<file path="config.mk">
export PLATFORM = sky130hd
export DESIGN_NAME = fixed_point_biquad_iir_unit_flat
export DESIGN_NICKNAME = d
export VERILOG_FILES = /design/src/sv/fbi_pkg.sv /design/src/sv/fbi_ifs.sv /design/src/sv/fbi_front.sv /design/src/sv/fbi_queue.sv /design/src/sv/fbi_back.sv /design/src/sv/fixed_point_biquad_iir_unit.sv /design/src/flat_wrapper.sv
export VERILOG_INCLUDE_DIRS = /design/src /design/src/sv
export SDC_FILE = /design/constraint.sdc
export NUM_CORES = 2
export LEC_CHECK = 0
export ABC_AREA = 1
export BUFFER_PORTS_ARGS = -buffer_cell sky130_fd_sc_hd__buf_4
export CORE_MARGIN = 2
export CORE_UTILIZATION = 51
export DETAILED_ROUTE_END_ITERATION = 8
export PLACE_DENSITY = 0.67
export SYNTH_ARGS = -nofsm -noshare
export SYNTH_HDL_FRONTEND = slang
export SYNTH_SLANG_ARGS = --single-unit
</file>
<file path="constraint.sdc">
create_clock -name clk -period 24.8 [get_ports clk]
set_input_delay 1.24 -clock clk [delete_from_list [all_inputs] [get_ports clk]]
set_output_delay 1.24 -clock clk [all_outputs]
set_load 0.02 [all_outputs]
</file>
<file path="src/sv/fixed_point_biquad_iir_unit_assert.svh">
// Assertion macros shared by the biquad filter RTL.
`ifndef FIXED_POINT_BIQUAD_IIR_UNIT_ASSERT_SVH
`define FIXED_POINT_BIQUAD_IIR_UNIT_ASSERT_SVH

// Same-cycle implication, disabled while reset is asserted.
`define FBI_ASSERT_NOW(lbl, ante, cons, msg) \
  lbl: assert property (@(posedge clk) disable iff (!rst_n) (ante) |-> (cons)) \
    else $error(msg);

// Next-cycle implication, disabled while reset is asserted.
`define FBI_ASSERT_NEXT(lbl, ante, cons, msg) \
  lbl: assert property (@(posedge clk) disable iff (!rst_n) (ante) |=> (cons)) \
    else $error(msg);

`endif

</file>
<file path="src/sv/fbi_pkg.sv">
// Shared types, constants and arithmetic helpers for the biquad filter.
`timescale 1ns / 1ps
package fbi_pkg;

  localparam int SAMPLE_W   = 16;
  localparam int COEF_W     = 16;
  localparam int PROD_W     = 32;
  localparam int CFG_IDX_W  = 3;
  localparam int CFG_DATA_W = 16;

  // Right shifts applied to each product after rounding.
  localparam int SH_B0 = 24;
  localparam int SH_B1 = 23;
  localparam int SH_B2 = 24;
  localparam int SH_A1 = 14;
  localparam int SH_A2 = 15;

  localparam logic signed [COEF_W-1:0]   RST_B0         = 16'sh76B0;
  localparam logic signed [COEF_W-1:0]   RST_B1         = 16'sh76B0;
  localparam logic signed [COEF_W-1:0]   RST_B2         = 16'sh76B0;
  localparam logic signed [COEF_W-1:0]   RST_A1         = 16'sh74A7;
  localparam logic signed [COEF_W-1:0]   RST_A2         = 16'sh94D7;
  localparam logic signed [SAMPLE_W-1:0] RST_INIT_LAST  = 16'shC000;
  localparam logic signed [SAMPLE_W-1:0] RST_INIT_OLDER = 16'shC000;

  typedef enum logic [CFG_IDX_W-1:0] {
    CFG_B0         = 3'd0,
    CFG_B1         = 3'd1,
    CFG_B2         = 3'd2,
    CFG_A1         = 3'd3,
    CFG_A2         = 3'd4,
    CFG_INIT_LAST  = 3'd5,
    CFG_INIT_OLDER = 3'd6
  } cfg_idx_t;

  // One classified item as it travels from the front end to the datapath.
  typedef struct packed {
    logic signed [SAMPLE_W-1:0] sample;
    logic                       restart;
    logic                       emit;
  } cmd_t;

  // Round to nearest (ties upward) and arithmetic shift; keeps the low 16 bits,
  // which is all the wrapped sum needs.
  function automatic logic signed [SAMPLE_W-1:0] rnd_shift(
    input logic signed [PROD_W-1:0] p,
    input int unsigned              sh
  );
    logic signed [PROD_W-1:0] half;
    logic signed [PROD_W-1:0] q;
    half = 32'sd1 <<< (sh - 1);
    q    = (p + half) >>> sh;
    return q[SAMPLE_W-1:0];
  endfunction

endpackage

</file>
<file path="src/sv/fbi_ifs.sv">
// Stream interfaces for the sample input and the filtered output.
`timescale 1ns / 1ps
interface fbi_in_if;
  logic                                valid;
  logic                                ready;
  logic signed [fbi_pkg::SAMPLE_W-1:0] sample;
  logic                                prime;
  logic                                restart;

  modport source (output valid, sample, prime, restart, input ready);
  modport sink   (input valid, sample, prime, restart, output ready);
endinterface

interface fbi_out_if;
  logic                                valid;
  logic                                ready;
  logic signed [fbi_pkg::SAMPLE_W-1:0] filtered;

  modport source (output valid, filtered, input ready);
  modport sink   (input valid, filtered, output ready);
endinterface

</file>
<file path="src/sv/fbi_front.sv">
// Input stage: registers each transaction and classifies it for the datapath.
`timescale 1ns / 1ps
module fbi_front (
  input  logic                              clk,
  input  logic                              rst_n,
  input  logic                              in_valid,
  output logic                              in_ready,
  input  logic signed [fbi_pkg::SAMPLE_W-1:0] in_sample,
  input  logic                              in_prime,
  input  logic                              in_restart,
  output logic                              push_valid,
  input  logic                              push_ready,
  output fbi_pkg::cmd_t                     push_cmd
);
  import fbi_pkg::*;
  `include "fixed_point_biquad_iir_unit_assert.svh"

  logic front_v_r, front_v_nxt;
  cmd_t front_cmd_r, front_cmd_nxt;
  logic take;

  assign in_ready   = !front_v_r || push_ready;
  assign take       = in_valid && in_ready;
  assign push_valid = front_v_r;
  assign push_cmd   = front_cmd_r;

  always_comb begin
    front_v_nxt   = front_v_r;
    front_cmd_nxt = front_cmd_r;
    if (take) begin
      front_v_nxt           = 1'b1;
      front_cmd_nxt.sample  = in_sample;
      front_cmd_nxt.restart = in_restart;
      front_cmd_nxt.emit    = !in_prime;
    end else if (push_ready) begin
      front_v_nxt = 1'b0;
    end
  end

  always_ff @(posedge clk) begin
    if (!rst_n) begin
      front_v_r <= 1'b0;
    end else begin
      front_v_r <= front_v_nxt;
    end
    front_cmd_r <= front_cmd_nxt;
  end

  `FBI_ASSERT_NEXT(a_front_hold, front_v_r && !push_ready,
    front_v_r && $stable(front_cmd_r), "front stage lost or changed a stalled item")
  `FBI_ASSERT_NEXT(a_front_take, in_valid && in_ready,
    front_v_r && front_cmd_r.emit == !$past(in_prime), "front stage misclassified an item")

endmodule

</file>
<file path="src/sv/fbi_queue.sv">
// Short FIFO that decouples the front end from the datapath.
`timescale 1ns / 1ps
module fbi_queue #(
  parameter int DEPTH = 2
) (
  input  logic          clk,
  input  logic          rst_n,
  input  logic          push_valid,
  output logic          push_ready,
  input  fbi_pkg::cmd_t push_cmd,
  output logic          pop_valid,
  input  logic          pop_ready,
  output fbi_pkg::cmd_t pop_cmd
);
  import fbi_pkg::*;
  `include "fixed_point_biquad_iir_unit_assert.svh"

  localparam int PTR_W = $clog2(DEPTH);
  localparam int CNT_W = $clog2(DEPTH + 1);
  localparam logic [PTR_W-1:0] LAST_PTR = PTR_W'(DEPTH - 1);
  localparam logic [CNT_W-1:0] FULL_CNT = CNT_W'(DEPTH);

  cmd_t             mem_r [DEPTH];
  logic [PTR_W-1:0] wr_ptr_r, wr_ptr_nxt;
  logic [PTR_W-1:0] rd_ptr_r, rd_ptr_nxt;
  logic [CNT_W-1:0] cnt_r, cnt_nxt;
  logic             push, pop;

  assign push_ready = cnt_r != FULL_CNT;
  assign pop_valid  = cnt_r != '0;
  assign pop_cmd    = mem_r[rd_ptr_r];
  assign push       = push_valid && push_ready;
  assign pop        = pop_valid && pop_ready;

  always_comb begin
    wr_ptr_nxt = wr_ptr_r;
    rd_ptr_nxt = rd_ptr_r;
    cnt_nxt    = cnt_r;
    if (push) begin
      wr_ptr_nxt = (wr_ptr_r == LAST_PTR) ? '0 : wr_ptr_r + 1'b1;
    end
    if (pop) begin
      rd_ptr_nxt = (rd_ptr_r == LAST_PTR) ? '0 : rd_ptr_r + 1'b1;
    end
    case ({push, pop})
      2'b10:   cnt_nxt = cnt_r + 1'b1;
      2'b01:   cnt_nxt = cnt_r - 1'b1;
      default: cnt_nxt = cnt_r;
    endcase
  end

  always_ff @(posedge clk) begin
    if (!rst_n) begin
      wr_ptr_r <= '0;
      rd_ptr_r <= '0;
      cnt_r    <= '0;
    end else begin
      wr_ptr_r <= wr_ptr_nxt;
      rd_ptr_r <= rd_ptr_nxt;
      cnt_r    <= cnt_nxt;
    end
    if (push) begin
      mem_r[wr_ptr_r] <= push_cmd;
    end
  end

  `FBI_ASSERT_NOW(a_q_bound, 1'b1, cnt_r <= FULL_CNT, "queue count beyond depth")
  `FBI_ASSERT_NEXT(a_q_drain, pop && !push, cnt_r == $past(cnt_r) - 1'b1,
    "queue count did not drop on a pop")

endmodule

</file>
<file path="src/sv/fbi_back.sv">
// Datapath: configuration registers, filter history and the output register.
`timescale 1ns / 1ps
module fbi_back (
  input  logic                                clk,
  input  logic                                rst_n,
  input  logic                                cfg_we,
  input  logic [fbi_pkg::CFG_IDX_W-1:0]       cfg_index,
  input  logic [fbi_pkg::CFG_DATA_W-1:0]      cfg_data,
  input  logic                                pop_valid,
  output logic                                pop_ready,
  input  fbi_pkg::cmd_t                       pop_cmd,
  output logic                                out_valid,
  input  logic                                out_ready,
  output logic signed [fbi_pkg::SAMPLE_W-1:0] out_filtered
);
  import fbi_pkg::*;
  `include "fixed_point_biquad_iir_unit_assert.svh"

  logic signed [COEF_W-1:0]   b0_r, b1_r, b2_r, a1_r, a2_r;
  logic signed [SAMPLE_W-1:0] init_last_r, init_older_r;
  logic signed [SAMPLE_W-1:0] in_last_r, in_last_nxt, in_older_r, in_older_nxt;
  logic signed [SAMPLE_W-1:0] out_last_r, out_last_nxt, out_older_r, out_older_nxt;
  logic                       out_v_r, out_v_nxt;
  logic signed [SAMPLE_W-1:0] out_data_r, out_data_nxt;

  logic signed [SAMPLE_W-1:0] x, il, io, ol, oo, y;
  logic signed [PROD_W-1:0]   p0, p1, p2, p3, p4;
  logic                       pop;

  assign pop_ready    = !out_v_r || out_ready;
  assign pop          = pop_valid && pop_ready;
  assign out_valid    = out_v_r;
  assign out_filtered = out_data_r;

  always_ff @(posedge clk) begin
    if (!rst_n) begin
      b0_r         <= RST_B0;
      b1_r         <= RST_B1;
      b2_r         <= RST_B2;
      a1_r         <= RST_A1;
      a2_r         <= RST_A2;
      init_last_r  <= RST_INIT_LAST;
      init_older_r <= RST_INIT_OLDER;
    end else if (cfg_we) begin
      unique case (cfg_idx_t'(cfg_index))
        CFG_B0:         b0_r         <= cfg_data;
        CFG_B1:         b1_r         <= cfg_data;
        CFG_B2:         b2_r         <= cfg_data;
        CFG_A1:         a1_r         <= cfg_data;
        CFG_A2:         a2_r         <= cfg_data;
        CFG_INIT_LAST:  init_last_r  <= cfg_data;
        CFG_INIT_OLDER: init_older_r <= cfg_data;
        default: ;
      endcase
    end
  end

  // A restart acts on the history before this item is used.
  always_comb begin
    x  = pop_cmd.sample;
    il = pop_cmd.restart ? '0 : in_last_r;
    io = pop_cmd.restart ? '0 : in_older_r;
    ol = pop_cmd.restart ? init_last_r : out_last_r;
    oo = pop_cmd.restart ? init_older_r : out_older_r;
    p0 = b0_r * x;
    p1 = b1_r * il;
    p2 = b2_r * io;
    p3 = a1_r * ol;
    p4 = a2_r * oo;
    y  = rnd_shift(p0, SH_B0) + rnd_shift(p1, SH_B1) + rnd_shift(p2, SH_B2)
       + rnd_shift(p3, SH_A1) + rnd_shift(p4, SH_A2);
  end

  always_comb begin
    in_last_nxt   = in_last_r;
    in_older_nxt  = in_older_r;
    out_last_nxt  = out_last_r;
    out_older_nxt = out_older_r;
    out_v_nxt     = out_v_r && !out_ready;
    out_data_nxt  = out_data_r;
    if (pop) begin
      in_older_nxt  = il;
      in_last_nxt   = x;
      out_last_nxt  = ol;
      out_older_nxt = oo;
      if (pop_cmd.emit) begin
        out_older_nxt = ol;
        out_last_nxt  = y;
        out_v_nxt     = 1'b1;
        out_data_nxt  = y;
      end
    end
  end

  always_ff @(posedge clk) begin
    if (!rst_n) begin
      in_last_r   <= '0;
      in_older_r  <= '0;
      out_last_r  <= RST_INIT_LAST;
      out_older_r <= RST_INIT_OLDER;
      out_v_r     <= 1'b0;
    end else begin
      in_last_r   <= in_last_nxt;
      in_older_r  <= in_older_nxt;
      out_last_r  <= out_last_nxt;
      out_older_r <= out_older_nxt;
      out_v_r     <= out_v_nxt;
    end
    out_data_r <= out_data_nxt;
  end

  `FBI_ASSERT_NEXT(a_prime_silent, pop && !pop_cmd.emit, !out_v_r,
    "a priming transaction produced a result")
  `FBI_ASSERT_NEXT(a_emit_result, pop && pop_cmd.emit,
    out_v_r && out_data_r == $past(y) && out_last_r == $past(y),
    "result and output history disagree")

endmodule

</file>
<file path="src/sv/fixed_point_biquad_iir_unit.sv">
// Top level of the fixed-point direct-form-I biquad filter.
`timescale 1ns / 1ps
// Sustains one transaction per clock cycle in both directions while the output side does not
// stall. A sample accepted on the input passes the input register, the queue and the output
// register, where its result is held while the output side stalls. The rate is set by the
// combinational recurrence through the five 16x16 multipliers and the adder into the
// registered output history. A priming transaction only updates the input history and gives
// no result; a restart clears the input history and reloads the output history from the
// initial-condition registers. Configuration writes take effect at once and must be made
// while the filter is idle.
module fixed_point_biquad_iir_unit #(
  parameter int QUEUE_DEPTH = 2
) (
  input  logic                           clk,
  input  logic                           rst_n,
  fbi_in_if.sink                         in_ch,
  fbi_out_if.source                      out_ch,
  input  logic                           cfg_we,
  input  logic [fbi_pkg::CFG_IDX_W-1:0]  cfg_index,
  input  logic [fbi_pkg::CFG_DATA_W-1:0] cfg_data
);
  import fbi_pkg::*;

  logic push_valid, push_ready, pop_valid, pop_ready;
  cmd_t push_cmd, pop_cmd;

  fbi_front u_front (
    .clk        (clk),
    .rst_n      (rst_n),
    .in_valid   (in_ch.valid),
    .in_ready   (in_ch.ready),
    .in_sample  (in_ch.sample),
    .in_prime   (in_ch.prime),
    .in_restart (in_ch.restart),
    .push_valid (push_valid),
    .push_ready (push_ready),
    .push_cmd   (push_cmd)
  );

  fbi_queue #(
    .DEPTH (QUEUE_DEPTH)
  ) u_queue (
    .clk        (clk),
    .rst_n      (rst_n),
    .push_valid (push_valid),
    .push_ready (push_ready),
    .push_cmd   (push_cmd),
    .pop_valid  (pop_valid),
    .pop_ready  (pop_ready),
    .pop_cmd    (pop_cmd)
  );

  fbi_back u_back (
    .clk          (clk),
    .rst_n        (rst_n),
    .cfg_we       (cfg_we),
    .cfg_index    (cfg_index),
    .cfg_data     (cfg_data),
    .pop_valid    (pop_valid),
    .pop_ready    (pop_ready),
    .pop_cmd      (pop_cmd),
    .out_valid    (out_ch.valid),
    .out_ready    (out_ch.ready),
    .out_filtered (out_ch.filtered)
  );

endmodule

</file>
<file path="src/flat_wrapper.sv">
// flat-port wrapper written by rule: the top's interface ports become plain ports
module fixed_point_biquad_iir_unit_flat import fbi_pkg::*;
#(
  parameter int QUEUE_DEPTH = 2
)
  (clk, rst_n, cfg_we, cfg_index, cfg_data, in_ch_valid, in_ch_sample, in_ch_prime, in_ch_restart, in_ch_ready, out_ch_valid, out_ch_filtered, out_ch_ready);
  fbi_in_if in_ch_i ();
  fbi_out_if out_ch_i ();
  input  logic clk;
  input  logic rst_n;
  input  logic cfg_we;
  input  logic [fbi_pkg::CFG_IDX_W-1:0] cfg_index;
  input  logic [fbi_pkg::CFG_DATA_W-1:0] cfg_data;
  input wire logic [$bits(in_ch_i.valid)-1:0] in_ch_valid;
  input wire logic [$bits(in_ch_i.sample)-1:0] in_ch_sample;
  input wire logic [$bits(in_ch_i.prime)-1:0] in_ch_prime;
  input wire logic [$bits(in_ch_i.restart)-1:0] in_ch_restart;
  output wire logic [$bits(in_ch_i.ready)-1:0] in_ch_ready;
  output wire logic [$bits(out_ch_i.valid)-1:0] out_ch_valid;
  output wire logic [$bits(out_ch_i.filtered)-1:0] out_ch_filtered;
  input wire logic [$bits(out_ch_i.ready)-1:0] out_ch_ready;
  assign in_ch_i.valid = in_ch_valid;
  assign in_ch_i.sample = in_ch_sample;
  assign in_ch_i.prime = in_ch_prime;
  assign in_ch_i.restart = in_ch_restart;
  assign in_ch_ready = in_ch_i.ready;
  assign out_ch_valid = out_ch_i.valid;
  assign out_ch_filtered = out_ch_i.filtered;
  assign out_ch_i.ready = out_ch_ready;
  fixed_point_biquad_iir_unit #(.QUEUE_DEPTH(QUEUE_DEPTH)) u_core (.clk(clk), .rst_n(rst_n), .in_ch(in_ch_i), .out_ch(out_ch_i), .cfg_we(cfg_we), .cfg_index(cfg_index), .cfg_data(cfg_data));
endmodule
</file>
==> flow_metrics.tcl <==
set metrics [dict create \
    holdBufCountCts 0 \
    avgViaCountPerCell 5.400 \
    worstRegToRegCells 46 \
    grt_pass1_wl_um 276600 \
    cts_resized 0 \
    yosys.area_share.adder_pct 55.12 \
    async_flop_share_pct 0 \
    maxCapViolations 0 \
    timing.critical_path.mode_cell "nand2_1" \
    synthCells 6839 \
    cts_made_buffers 34 \
    path_clk_slew_ns 0.07 \
    gp_congestion 0.9831 \
    start_util_pct 51.55 \
    arrival_ns 13.42 \
    wire_per_inst_um 20.94 \
    yosysWarnings 0 \
    synth_commonest_cells "1,809 x inv_1, 1,344 x fa_1, 1,103 x nand2_1" \
    grt_usage_pct 31.19 \
    period_minus_slack_ns 13.09 \
    clock_sinks 253 \
    fin_crit_sh_pct 52.77 \
    yosysTopAreaCell "fa_1" \
    setup_viol 0 \
    worst_pin_slew_ns 1.397 \
    synth_top_family_by_area "adder cells" \
    skew_ns 0.03124 \
    cp_slowest_cell "nor2_1" \
    synth-edff-count 70 \
    vias 44920 \
    synth-seq-cells 253 \
    synth_compound_gate_area_share_pct 5.911 \
    cts_setup_buffers 0 \
    r2r_setup_slack_ns 11.71 \
    dieArea_um2 116600 \
    die_y_um 341.5 \
    cts-root-buf "clkbuf_16" \
    grt_pass1_vias 48090 \
    seq_area_frac_synth_pct 9.927 \
    syn-mean-instance-area_um2 8.492 \
    firstDrtPassIters 6 \
    startpoint_type "register" \
    max-clock-path-buffers 3 \
    outcome "finished clean" \
    synth_area_leaders "fa_1 46%, inv_1 12%, ha_1 8.8%, nand2_1 7.1%, dfxtp_1 6.3%" \
    reg2reg_to "u_core.u_back.out_filtered[15]" \
    antenna_found_initial 3 \
    slew_headroom_pct 5.875 \
    grt_max_degree 90 \
    crit_type "register to register" \
    required_ns 25.13 \
    worstSetupEndpointType "register" \
    synth.most_common_cell "inv_1" \
    cts_tree "built" \
    endpoint "u_core.u_back.out_filtered[15]" \
    core_area_um2 112700 \
    rsz0062_at_grt "no" \
    hold_start "u_core.u_front.push_cmd[13]" \
    htree_levels 2 \
    synth_fp_nets 8633 \
    critPathMaxFanout 34 \
    clk_latency_ns 0.57 \
    drc 0 \
    dpl.hpwl_um 141600 \
    grt_overflow 0 \
    critPathMaxStageDelay_ns 1.02 \
    ys.flop_type "dfxtp_1" \
    io_pins 60 \
    maxSlewViolCount 0 \
    netlist.area_leader.share_pct 46.33 \
    hold_viol_final 0 \
    rows 123 \
    syn_area_um2 58080 \
    drive_above_1_share_pct 3.785 \
    synth_xor_area_share_pct 1.463 \
    num-fill-cells 10560 \
    wl_um 174300 \
    portBuffers 59 \
    yosysUniqueCellTypes 59 \
    synth-simple-area-share_pct 14.25 \
    area_growth_pct 5.459 \
    finish.net_count 8586 \
    drtAntennaViolNets 0 \
    die_w_um 341.5 \
    fin_tns_setup_ns 0 \
    fmax_ghz 0.07641 \
    muxShareOfSynthArea_pct 0.01723 \
    drt_iter0_markers 3328 \
    hold_class "register to register" \
]
-- routing by layer --
layer / share of wire (%) / track usage, % / vias up
met5: 0 / 0 / -
met2: 47 / 50.98 / 1941
met3: 9.5 / 6.639 / 416
met4: 4.5 / 12.03 / 0
met1: 39 / 40.78 / 22690
li1: - / - / 19880
-- per-stage QoR --
stage | utilization, % | std cells | setup WS [ns] | instance area [um2] | hold WS (ns)
6_report | 54.37 | 8320 | 11.71 | 61250 | 0.4399
5_1_grt | 54.36 | 8317 | 10.91 | 61240 | 0.4499
4_1_cts | 54.36 | 8317 | 11.98 | 61240 | 0.4430
3_5_place_dp | 53.31 | 8256 | 12.07 | 60060 | 0.4313
3_3_place_gp | 53.31 | 8256 | 12.17 | 60060 | 0.4242
2_1_floorplan | - | 6839 | 15.12 | 58080 | 0.4215
-- worst max-delay path, delay by kind of cell (launching register included) --
| kind | cells | cell delay, ns |
|---|---|---|
| flip-flops | 1 | 0.77 |
| AO/OA/AOI/OAI | 7 | 2.11 |
| XOR/XNOR | 1 | 0.43 |
| buffers and inverters | 10 | 1.55 |
| AND/OR/NAND/NOR | 18 | 3.19 |
| adder cells (fa/ha/maj) | 10 | 4.75 |
-- placed cells by master, fill, tap and decap left out, types with 5 or more instances in the layout --
master	n
xor2_1	65
xnor2_1	32
edfxtp_1	70
a31oi_1	11
o21ai_0	193
o2111ai_1	5
a211oi_1	12
fa_1	1344
o21ai_1	22
a21oi_1	241
o221ai_1	8
ha_1	408
inv_2	7
dfxtp_1	183
nand2_2	12
nor2_2	5
clkbuf_16	36
o211ai_1	43
or2_2	44
nor3_1	22
nand3b_1	6
o21bai_1	6
clkinv_1	46
buf_4	110
nand2_1	1103
a221oi_1	8
a22oi_1	13
inv_1	1808
nand4_1	29
clkbuf_1	5
nor2_1	776
a21o_1	14
nand3_1	64
-- worst min-delay path by stage --
stage          cells after the start                     endpoint
3_3_place_gp                       0  u_core.u_queue.mem_r[0][13]
4_1_cts                            0  u_core.u_queue.mem_r[1][13]
3_5_place_dp                       0   u_core.u_queue.mem_r[1][8]
6_report                           0  u_core.u_queue.mem_r[0][13]
2_1_floorplan                      0   u_core.u_queue.mem_r[0][0]
5_1_grt                            0   u_core.u_queue.mem_r[1][8]
-- cells by family (layout without fill, tap and decap cells) --
family | Yosys count | in the layout
buffers and inverters | 2052 | 2030
DFF | 253 | 253
other | 0 | 3
and+or+nand+nor | 2082 | 2082
muxes | 1 | 1
adders and majority gates | 1752 | 1752
xor gates and xnor gates | 97 | 97
AOI/OAI and AO/OA | 602 | 602
-- registers in the layout (all words and copies together), names as in the netlist, named ones only --
name and cells:
u_core.u_queue.mem_r 36, u_core.u_front.push_cmd 18, u_core.u_back.a1_r 16, u_core.u_back.a2_r 16, u_core.u_back.b0_r 16, u_core.u_back.b1_r 16
u_core.u_back.b2_r 16, u_core.u_back.in_last_r 16, u_core.u_back.in_older_r 16, u_core.u_back.init_last_r 16, u_core.u_back.init_older_r 16, u_core.u_back.out_filtered 16
u_core.u_back.out_last_r 16, u_core.u_back.out_older_r 16, u_core.u_queue.cnt_r 2, u_core.u_back.out_valid 1, u_core.u_front.push_valid 1, u_core.u_queue.rd_ptr_r 1
u_core.u_queue.wr_ptr_r 1
-- final cells by class --
cell class,count,area [um2],area share [%]
antenna,3,7.507,0.01226
clock buffer,43,947.2,1.546
clock inverter,18,236.5,0.3861
inverter,1859,6980,11.40
multi-input combinational,4534,44610,72.83
sequential,253,5766,9.413
tap,1500,1877,3.064
timing repair buffer,110,825.8,1.348
Power is not shown: default switching activity piles up to over one toggle a cycle in this logic, so the estimate is an artifact.
